==> src/rtl/dpd_pkg.sv <==
// ----------------------------------------------------------------------------
// dpd_pkg: shared types and constants for the dosage probability decoder
// Field widths, flag positions, fixed-point unit and the packed forms of one
// subject's input transaction and decoded result.
// ----------------------------------------------------------------------------
package dpd_pkg;

    localparam int WORD_W  = 16;
    localparam int PROB_W  = 18;
    localparam int USED_W  = 2;
    localparam int FLAG_IX = 15;

    localparam int S_TDATA_W = 4 * WORD_W;
    localparam int M_TDATA_W = WORD_W + 3 * PROB_W + USED_W;

    // 1.0 in units of 1/20000
    localparam logic signed [PROB_W-1:0] UNIT_ONE = 18'sd20000;
    localparam logic signed [PROB_W-1:0] UNIT_TWO = 18'sd40000;

    // Extra words consumed per subject
    localparam logic [USED_W-1:0] USED_NONE  = 2'd0;
    localparam logic [USED_W-1:0] USED_ONE   = 2'd1;
    localparam logic [USED_W-1:0] USED_THREE = 2'd3;

    typedef logic [WORD_W-1:0]        word_t;
    typedef logic signed [PROB_W-1:0] prob_t;

    typedef struct packed {
        word_t extra_third;
        word_t extra_second;
        word_t extra_first;
        word_t dosage_word;
    } subj_in_t;

    typedef struct packed {
        logic [USED_W-1:0] words_used;
        prob_t             prob_two;
        prob_t             prob_one;
        prob_t             prob_zero;
        word_t             dosage_value;
    } subj_res_t;

endpackage

==> src/rtl/dpd_decode.sv <==
// ----------------------------------------------------------------------------
// dpd_decode: combinational decode of one subject's dosage entry
// Selects the dosage-only, one-word or three-word form from the flag bits and
// forms dosage and three genotype probabilities in units of 1/20000.
// ----------------------------------------------------------------------------
module dpd_decode (
    input  dpd_pkg::subj_in_t  subj_in,
    output dpd_pkg::subj_res_t subj_res
);
    import dpd_pkg::*;

    prob_t dose2;     // 2 * low 15 bits of dosage word
    prob_t dose1;     // low 15 bits of dosage word
    prob_t ext1_low;  // low 15 bits of first extra word
    prob_t ext1_2x;
    prob_t p2_one;

    assign dose1    = {3'b000, subj_in.dosage_word[FLAG_IX-1:0]};
    assign dose2    = {2'b00, subj_in.dosage_word[FLAG_IX-1:0], 1'b0};
    assign ext1_low = {3'b000, subj_in.extra_first[FLAG_IX-1:0]};
    assign ext1_2x  = {2'b00, subj_in.extra_first[FLAG_IX-1:0], 1'b0};
    // (D - P1) / 2 with both even is just the halved difference
    assign p2_one   = dose1 - ext1_low;

    always_comb begin
        subj_res.dosage_value = dose2[WORD_W-1:0];
        if (subj_in.dosage_word[FLAG_IX]) begin
            if (subj_in.extra_first[FLAG_IX]) begin
                subj_res.prob_one   = ext1_2x;
                subj_res.prob_zero  = {subj_in.extra_second[WORD_W-1],
                                       subj_in.extra_second, 1'b0};
                subj_res.prob_two   = {subj_in.extra_third[WORD_W-1],
                                       subj_in.extra_third, 1'b0};
                subj_res.words_used = USED_THREE;
            end else begin
                subj_res.prob_one   = ext1_2x;
                subj_res.prob_two   = p2_one;
                subj_res.prob_zero  = UNIT_ONE - ext1_2x - p2_one;
                subj_res.words_used = USED_ONE;
            end
        end else begin
            if (dose2 > UNIT_ONE) begin
                subj_res.prob_zero = '0;
                subj_res.prob_two  = dose2 - UNIT_ONE;
                subj_res.prob_one  = UNIT_TWO - dose2;
            end else begin
                subj_res.prob_zero = UNIT_ONE - dose2;
                subj_res.prob_one  = dose2;
                subj_res.prob_two  = '0;
            end
            subj_res.words_used = USED_NONE;
        end
    end

endmodule

==> src/rtl/dosage_probability_decoder.sv <==
// ----------------------------------------------------------------------------
// dosage_probability_decoder: per-subject genotype dosage decoder
// Streams one subject entry in and one decoded dosage/probability result out.
// ----------------------------------------------------------------------------
// One transaction on the s_ side carries a subject's dosage word plus a window
// of the next three unconsumed extra words; one transaction on the m_ side
// returns the dosage and the three genotype probabilities, all exact integers
// in units of 1/20000, and words_used (0, 1 or 3) so the feeder can advance
// its window. The block holds no state between subjects. It is a two-stage
// pipeline: an input register, the decode logic (a few 18-bit adds and a
// compare), and a result register. An accepted subject is captured in the
// input register and its decoded result then moves into the result register
// that drives m_tvalid. A new subject is taken every cycle while the m_ side
// keeps up; throughput is set by the single decode stage, one subject per clock.
// Backpressure on m_tready stalls both stages; s_tready stays high while the
// input stage is empty or moving forward.
// ----------------------------------------------------------------------------
module dosage_probability_decoder (
    input  logic                           aclk,
    input  logic                           aresetn,
    // s_tdata: dosage_word[15:0], extra_first[31:16],
    //          extra_second[47:32], extra_third[63:48]
    input  logic                           s_tvalid,
    output logic                           s_tready,
    input  logic [dpd_pkg::S_TDATA_W-1:0]  s_tdata,
    input  logic                           s_tlast,   // last_subject
    // m_tdata: dosage_value[15:0], prob_zero[33:16], prob_one[51:34],
    //          prob_two[69:52], words_used[71:70]
    output logic                           m_tvalid,
    input  logic                           m_tready,
    output logic [dpd_pkg::M_TDATA_W-1:0]  m_tdata,
    output logic                           m_tlast    // last
);
    import dpd_pkg::*;

    // input stage
    logic      in_valid_reg, in_valid_next;
    subj_in_t  in_item_reg;
    logic      in_last_reg;

    // result stage
    logic      out_valid_reg, out_valid_next;
    subj_res_t out_res_reg;
    logic      out_last_reg;

    logic      out_ready;   // result stage can take a new entry
    logic      in_ready;    // input stage can take a new transaction
    subj_res_t dec_res;

    assign out_ready = !out_valid_reg || m_tready;
    assign in_ready  = !in_valid_reg || out_ready;
    assign s_tready  = in_ready;

    assign in_valid_next  = in_ready ? s_tvalid : in_valid_reg;
    assign out_valid_next = out_ready ? in_valid_reg : out_valid_reg;

    dpd_decode u_decode (
        .subj_in  (in_item_reg),
        .subj_res (dec_res)
    );

    // control
    always_ff @(posedge aclk) begin
        if (!aresetn) begin
            in_valid_reg  <= 1'b0;
            out_valid_reg <= 1'b0;
        end else begin
            in_valid_reg  <= in_valid_next;
            out_valid_reg <= out_valid_next;
        end
    end

    // payload, no reset needed
    always_ff @(posedge aclk) begin
        if (s_tvalid && in_ready) begin
            in_item_reg <= subj_in_t'(s_tdata);
            in_last_reg <= s_tlast;
        end
        if (in_valid_reg && out_ready) begin
            out_res_reg  <= dec_res;
            out_last_reg <= in_last_reg;
        end
    end

    assign m_tvalid = out_valid_reg;
    assign m_tdata  = M_TDATA_W'(out_res_reg);
    assign m_tlast  = out_last_reg;

endmodule

==> config.mk <==
export PLATFORM = sky130hd
export DESIGN_NAME = dosage_probability_decoder
export DESIGN_NICKNAME = d
export VERILOG_FILES = /design/src/rtl/dpd_pkg.sv /design/src/rtl/dpd_decode.sv /design/src/rtl/dosage_probability_decoder.sv
export SDC_FILE = /design/constraint.sdc
export NUM_CORES = 1
export LEC_CHECK = 0
export ABC_CLOCK_PERIOD_IN_PS = 4100
export BUFFER_PORTS_ARGS = -buffer_cell sky130_fd_sc_hd__buf_2
export CAP_MARGIN = 10
export CORE_MARGIN = 2
export CORE_UTILIZATION = 51
export DETAILED_ROUTE_END_ITERATION = 8
export PLACE_DENSITY = 0.77
export SLEW_MARGIN = 5
export SYNTH_ARGS = -nofsm -noshare
export SYNTH_HDL_FRONTEND = slang
export SYNTH_SLANG_ARGS = --single-unit
==> constraint.sdc <==
create_clock -name aclk -period 4.1 [get_ports aclk]
set_input_delay 0.205 -clock aclk [delete_from_list [all_inputs] [get_ports aclk]]
set_output_delay 0.205 -clock aclk [all_outputs]
set_load 0.1 [all_outputs]
==> results of run 1 <==
-- layer usage --
| layer | vias up | part of all wire, % | GRT usage, % |
|---|---|---|---|
| li1 | 2906 | - | - |
| met1 | 2820 | 46 | 37.6 |
| met2 | 262 | 45 | 40.3 |
| met3 | 20 | 7.5 | 5.80 |
| met4 | 0 | 1.3 | 6.35 |
| met5 | - | 0 | 0 |
-- area by class of cell --
cell class | instances | area share, %
repair buffers | 238 | 16.7
clock inverters | 13 | 1.11
well taps | 184 | 2.38
clock buffers | 19 | 4.48
flip-flops and latches | 135 | 41.7
multi-input cells | 480 | 32.8
inverters | 22 | 0.854
-- cells in the final DEF (no fill, tap or decap), drive strengths merged, types with 2 or more instances in the layout --
master	n
nor2b	8
or2	3
o211ai	4
a22oi	15
o31ai	5
o21a	8
nor3	17
dlygate4sd3	66
a211oi	2
a211o	3
inv	23
ha	37
a311oi	2
nand3	11
o41ai	2
mux2	2
o22ai	2
clkinv	9
nand4	6
a21oi	45
a21o	12
o21ai	68
and2	4
conb	2
nand2b	7
edfxtp	133
nand2	72
clkbuf	19
a31oi	9
a2111oi	2
clkinvlp	2
nor2	40
and3	5
xnor2	45
dfxtp	2
xor2	23
buf	172
-- cells by family after synthesis --
family	synth area share [%]
compound gates	15.8
other cells	0.0506
fa+ha+maj	6.51
flops	54.4
simple gates	11.3
buf+inv	3.64
xor+xnor	8.03
mux	0.304
-- path summary, 6_finish.rpt --
| kind | cells past startpoint | from | to |
|---|---|---|---|
| worst min-delay path | 3 | s_tvalid | in_valid_reg |
| worst max register to register | 16 | in_item_reg[0] | m_tdata[33] |
| worst min register to register | 0 | in_last_reg | m_tlast |
| worst max-delay path | 16 | in_item_reg[0] | m_tdata[33] |
-- stage by stage --
step / hold WS (ns) / setup WS (ns) / cells / utilization [%] / total power [mW]
final: 0.0570 / 0.212 / 1091 / 67.3 / 4.39
after global routing: 0.0802 / -0.0940 / 1091 / 67.3 / 4.58
after CTS: 0.0257 / 0.0615 / 1087 / 66.8 / 4.35
after detailed placement: 0.383 / 0.116 / 989 / 58.4 / 2.91
after global placement: 0.382 / 0.224 / 989 / 58.4 / 2.91
after floorplan: 0.304 / 0.264 / 676 / - / 2.64
-- worst max-delay path, cell delays in order (launching register included) --
cell and delay [ns]:
edfxtp_1 0.38, inv_1 0.11, ha_1 0.17, inv_1 0.05
fa_1 0.40, a21o_1 0.19, nand4_1 0.11, nand2_2 0.10
a21o_1 0.19, a21oi_1 0.17, xor2_1 0.11, ha_2 0.41
o211ai_1 0.10, o31a_1 0.35, or4b_1 0.57, nand4_1 0.11
o211ai_1 0.09
-- where the power goes --
group	switching [mW]	internal (mW)	total, mW
Clock	0.563	0.827	1.39
Sequential	0.0372	1.63	1.67
Combinational	0.884	0.445	1.33
-- repair_timing --
action                                  in CTS  in global routing
buffers inserted                             0                  4
endpoints found under the hold margin       66                  0
gates resized for setup                      0                 13
hold buffers                                66                  0
endpoints found under the setup margin       0                  5
==> summary.md, run 1 <==
| Metric | Value |
|---|---|
| Die footprint | 15,500 µm² |
| DRT Pass-1 Iters | 5 |
| Ys async rst share | 0% |
| Ratio of cells with drive above 1 in the final layout | 24.6% |
| Clock sink count | 135 |
| Netlist Area Pre-Place | 7410 µm² |
| GR Overflow Total | 0 |
| Clk slew on worst S/H paths | 0.06 ns |
| DRT iter0 DRCs | 490 |
| CTS tree | done |
| IO buf count | 141 |
| Total GRT Usage | 26.0% |
| Count of different cell masters after synthesis | 60 |
| Final setup vio count | 0 |
| Clk Latency, worst-skew pair | 0.42 ns |
| Wire length per cell | 18.1 µm |
| Number of global-route vias before repair | 5,950 |
| Top-count cell post-synth | edfxtp_1 |
| Die Ht | 125 µm |
| First-pass GRT wire length | 31.5 mm |
| Post-route setup TNS | 0 ns |
| VDD IR-drop max | 0.325 mV |
| Vias per cell | 5.51 |
| H-tree levels | 4 |
| Pins Over Slew Limit | 0 |
| Post-synth top flop | edfxtp_1 |
| Max reg flops | 67 |
| Starting Density | 51.6% |
| Via Count | 6,008 |
| Largest driver fanout on the critical path | 7 |
| Pin count of the biggest net entering global routing | 38 |
| Core Region | 14,400 µm² |
| Outcome | complete, no violations |
| Sequential cell area | 4030 µm² |
| CP arrival | 4.04 ns |
| Fillers | 1,087 |
| Register area share after synthesis | 54.4% |
| CTS root buf | clkbuf_16 |
| Post-synth EDFFs | 133 |
| Area after DPL | 8390 µm² |
| Fin nets | 1,001 |
| Initial antenna violation count | 0 |
| Hold WC Path Type | in2reg |
| Post-synth top area share | 53.9% |
| Area leader, netlist | edfxtp_1 |
| Period utilisation layout | 94.8% |
| Die Wd | 125 µm |
| CTS Buffer Depth | 2 |
| Synth warn | 0 |
| Syn-to-layout area delta | 30.5% |
| Synth top cells by count | edfxtp_1 (133), nand2_1 (72), o21ai_0 (64) |
| Critical Path Source Type | flop |
| Final hold vios | 0 |
| Slew HR | 35.5% |
| Cells after Synth | 675 |
| # diodes | 0 |
| Final Cell Area | 9670 µm² |
| Synth area leaders | edfxtp_1 (54%), ha_1 (6.2%), xnor2_1 (5.3%), o21ai_0 (4.3%), nand2_1 (3.6%) |
| Worst Max-Slew Pin Slew | 0.966 ns |
| Post-route minimum period | 3.89 ns |
| Dpl hpwl | 13.8 mm |
| CTS buffer count | 17 |
| Synth Area per Inst | 11.0 µm² |
| MaxCap Viol Count | 0 |
| I/O pins | 144 |
| PD cells | 453 nW/µm² |
| Unrepaired setup endpoints after global routing | yes |
| Crit path required time | 4.25 ns |
| P_leak | 3.90 nW |
| DR DRC count | 0 |
| Clock skew | 0.0115 ns |
| Fmax | 257 MHz |
| CP Class | reg2reg |
| Post-route ant nets | 0 |
| FP Rows | 44 |
| Yosys reg bits | 135 |
| Multi-input logic area | 3170 µm² |
| Detailed-route wire length | 19.8 mm |
| Worst reg-to-reg setup slack | 0.21 ns |
| Global placement routability congestion | 0.959 |
| Worst setup EP type | flop |
Power figures use the tool's default switching activity.
==> inputs of run 2 (changes only) <==
- CTS_BUF_LIST: unset -> sky130_fd_sc_hd__clkbuf_16
==> run 2 against run 1 <==
  * First-iteration DRC count rose by 16%
  * Cell count did not move
  * Worst hold slack improved by 0.0014 ns
  * Clock skew barely moved
  * Clock power barely moved
  * Clock-buffer cell count fell by 2
  * Combinational power barely moved
  * Non-clock buffer count did not move
  * Utilization did not move
  * Critical path type unchanged
  * Largest power group unchanged
==> summary.md, run 2 (synthesized netlist as in run 1, its figures left out) <==
| Metric | Value |
|---|---|
| Die Ht | 125 µm (unchanged) |
| Total GRT Usage | 26.0% (unchanged) |
| Core Region | 14,400 µm² (unchanged) |
| CTS root buf | clkbuf_16 |
| CTS buffer count | 17 (unchanged) |
| Post-route ant nets | 0 (unchanged) |
| Worst setup EP type | flop |
| Critical Path Source | in_item_reg[20] |
| CP arrival | 4.17 ns (+0.13 ns) |
| Via Count | 6,024 (+0.27%) |
| CP Class | reg2reg |
| Max incr delay on CP | 0.38 ns (-0.19 ns) |
| Clock skew | 0.0117 ns (+0.000215 ns) |
| Die Wd | 125 µm (unchanged) |
| DR DRC count | 0 (unchanged) |
| Vias per cell | 5.52 (+0.27%) |
| CP most frequent cell | o21a_1 |
| Initial antenna violation count | 0 (unchanged) |
| DRT Pass-1 Iters | 5 (unchanged) |
| Die footprint | 15,500 µm² (unchanged) |
| Hold slack | 0.0584 ns (+0.00140 ns) |
| Final hold vios | 0 (unchanged) |
| Worst slack at placement | 0.116 ns (unchanged) |
| Final setup vio count | 0 (unchanged) |
| P_leak | 3.91 nW (+0.21%) |
| Worst reg-to-reg setup slack | 0.19 ns (-0.02 ns) |
| Crit path required time | 4.36 ns (+0.11 ns) |
| Worst Setup EP | m_tdata[29] |
| Unrepaired setup endpoints after global routing | yes |
| MaxCap Viol Count | 0 (unchanged) |
| VDD IR-drop max | 0.323 mV (-0.54%) |
| # diodes | 0 (unchanged) |
| Final Power | 4.38 mW (-0.14%) |
| Wire length per cell | 18.1 µm (-0.20%) |
| Most common library cell in the layout ignoring fill and taps | buf_2 |
| Clock sink count | 135 (unchanged) |
| Starting Density | 51.6% (unchanged) |
| Worst Max-Slew Pin Slew | 0.970 ns (+0.00483 ns) |
| First-pass GRT wire length | 31.5 mm (unchanged) |
| Worst R2R End | m_tdata[29] |
| Final critical-path setup slack | 0.191 ns (-0.0209 ns) |
| Pin count of the biggest net entering global routing | 38 (unchanged) |
| H-tree levels | 4 (unchanged) |
| Clk Latency, worst-skew pair | 0.42 ns (about the same) |
| Post-route minimum period | 3.91 ns (+0.0209 ns) |
| Dpl hpwl | 13.8 mm (unchanged) |
| Largest driver fanout on the critical path | 7 (unchanged) |
| IO buf count | 141 (unchanged) |
| CTS Buffer Depth | 2 (unchanged) |
| Period utilisation layout | 95.3% (+0.51 points) |
| Placed Instances | 989 (unchanged) |
| Detailed-route wire length | 19.7 mm (-0.20%) |
| Cell Chain, Critical Path | inv_1, ha_1, o21a_1, o21a_1, or2_2, and3_1, a221oi_2, xor2_1, ha_2, o211ai_1, nor2b_2, mux2_2, o21ai_0, a22oi_1, o21ai_1 |
| GR Overflow Total | 0 (unchanged) |
| Syn-to-layout area delta | 30.5% (unchanged) |
| DRT iter0 DRCs | 567 (+16%) |
| Final non-filler cell total | 1,091 (unchanged) |
| Fin nets | 1,001 (unchanged) |
| Number of global-route vias before repair | 5,950 (unchanged) |
| Max reg flops | 67 (unchanged) |
| Critical Path Source Type | flop |
| R2R cell count | 15 (-1) |
| PD cells | 453 nW/µm² (-0.14%) |
| FP Rows | 44 (unchanged) |
| I/O pins | 144 (unchanged) |
| CTS tree | done |
| Ratio of cells with drive above 1 in the final layout | 24.6% (unchanged) |
| Global placement routability congestion | 0.959 (unchanged) |
| Pins Over Slew Limit | 0 (unchanged) |
| Fmax | 256 MHz (-0.54%) |
| Worst r2r src | in_item_reg[20] |
| Clk slew on worst S/H paths | 0.06 ns (about the same) |
| Fillers | 1,087 (unchanged) |
| Most frequent cells in the layout | buf_2 (141), edfxtp_1 (133), nand2_1 (71) |
| Hold WC Path Type | in2reg |
| Slowest CP cell | edfxtp_1 |
| Slew HR | 35.2% (-0.32 points) |
| Outcome | complete, no violations |
## run 2: cell types whose count changed in the layout (fill, tap and decap cells not counted), sizes merged
cell,before,now
clkbuf,19,17
inv,23,25
## run 2: layer usage
layer	vias to the layer above	wire [µm]	global-route usage (%)
li1	2906	-	-
met1	2832	9000	37.6
met2	263	8950	40.3
met3	23	1530	5.80
met4	0	267	6.35
met5	-	0	0
## run 2: area by class of cell
| class | count | area (µm²) | share of cell area [%] |
|---|---|---|---|
| sequential | 135 | 4030 | 41.7 |
| multi-input combinational | 480 | 3170 | 32.8 |
| timing repair buffer | 238 | 1610 | 16.7 |
| tap | 184 | 230 | 2.38 |
| clock buffer | 17 | 425 | 4.40 |
| clock inverter | 15 | 115 | 1.19 |
| inverter | 22 | 82.6 | 0.854 |
## run 2: worst min-delay path by stage
stage,depth (start not counted),slack (ns),endpoint,start
after floorplan,0,0.30,in_item_reg[0],s_tdata[0]
after global placement,1,0.38,in_item_reg[14],s_tdata[14]
after detailed placement,1,0.38,in_item_reg[23],s_tdata[23]
after CTS,3,0.03,in_valid_reg,s_tvalid
after global routing,3,0.08,in_valid_reg,s_tvalid
final,3,0.06,in_valid_reg,s_tvalid
## run 2: metrics by stage
step	area [µm²]	util [%]	TNS, ns
after floorplan	7420	-	0
after global placement	8390	58.4	0
after detailed placement	8390	58.4	0
after CTS	9590	66.8	0
after global routing	9670	67.3	-0.115
final	9670	67.3	0
## run 2: worst max-delay path: cells and delay by family (launching register included)
| family | cells | cell delay [ns] |
|---|---|---|
| flip-flops | 1 | 0.38 |
| XOR/XNOR | 1 | 0.29 |
| AO/OA/AOI/OAI | 7 | 1.19 |
| buffers and inverters | 1 | 0.09 |
| multiplexers | 1 | 0.34 |
| AND/OR/NAND/NOR | 3 | 0.69 |
| adder cells (fa/ha/maj) | 2 | 0.75 |
## run 2: what timing repair did
action,CTS,global route
hold buffers,66,0
endpoints found under the hold margin,66,0
buffers inserted,0,4
endpoints found under the setup margin,0,5
gates resized for setup,0,13
## run 2: power by group
group / leakage (nW) / internal [mW] / switching (mW)
sequential: 1.29 / 1.63 / 0.0371
combinational: 2.34 / 0.445 / 0.883
clock: 0.270 / 0.822 / 0.563
total: 3.91 / 2.90 / 1.48
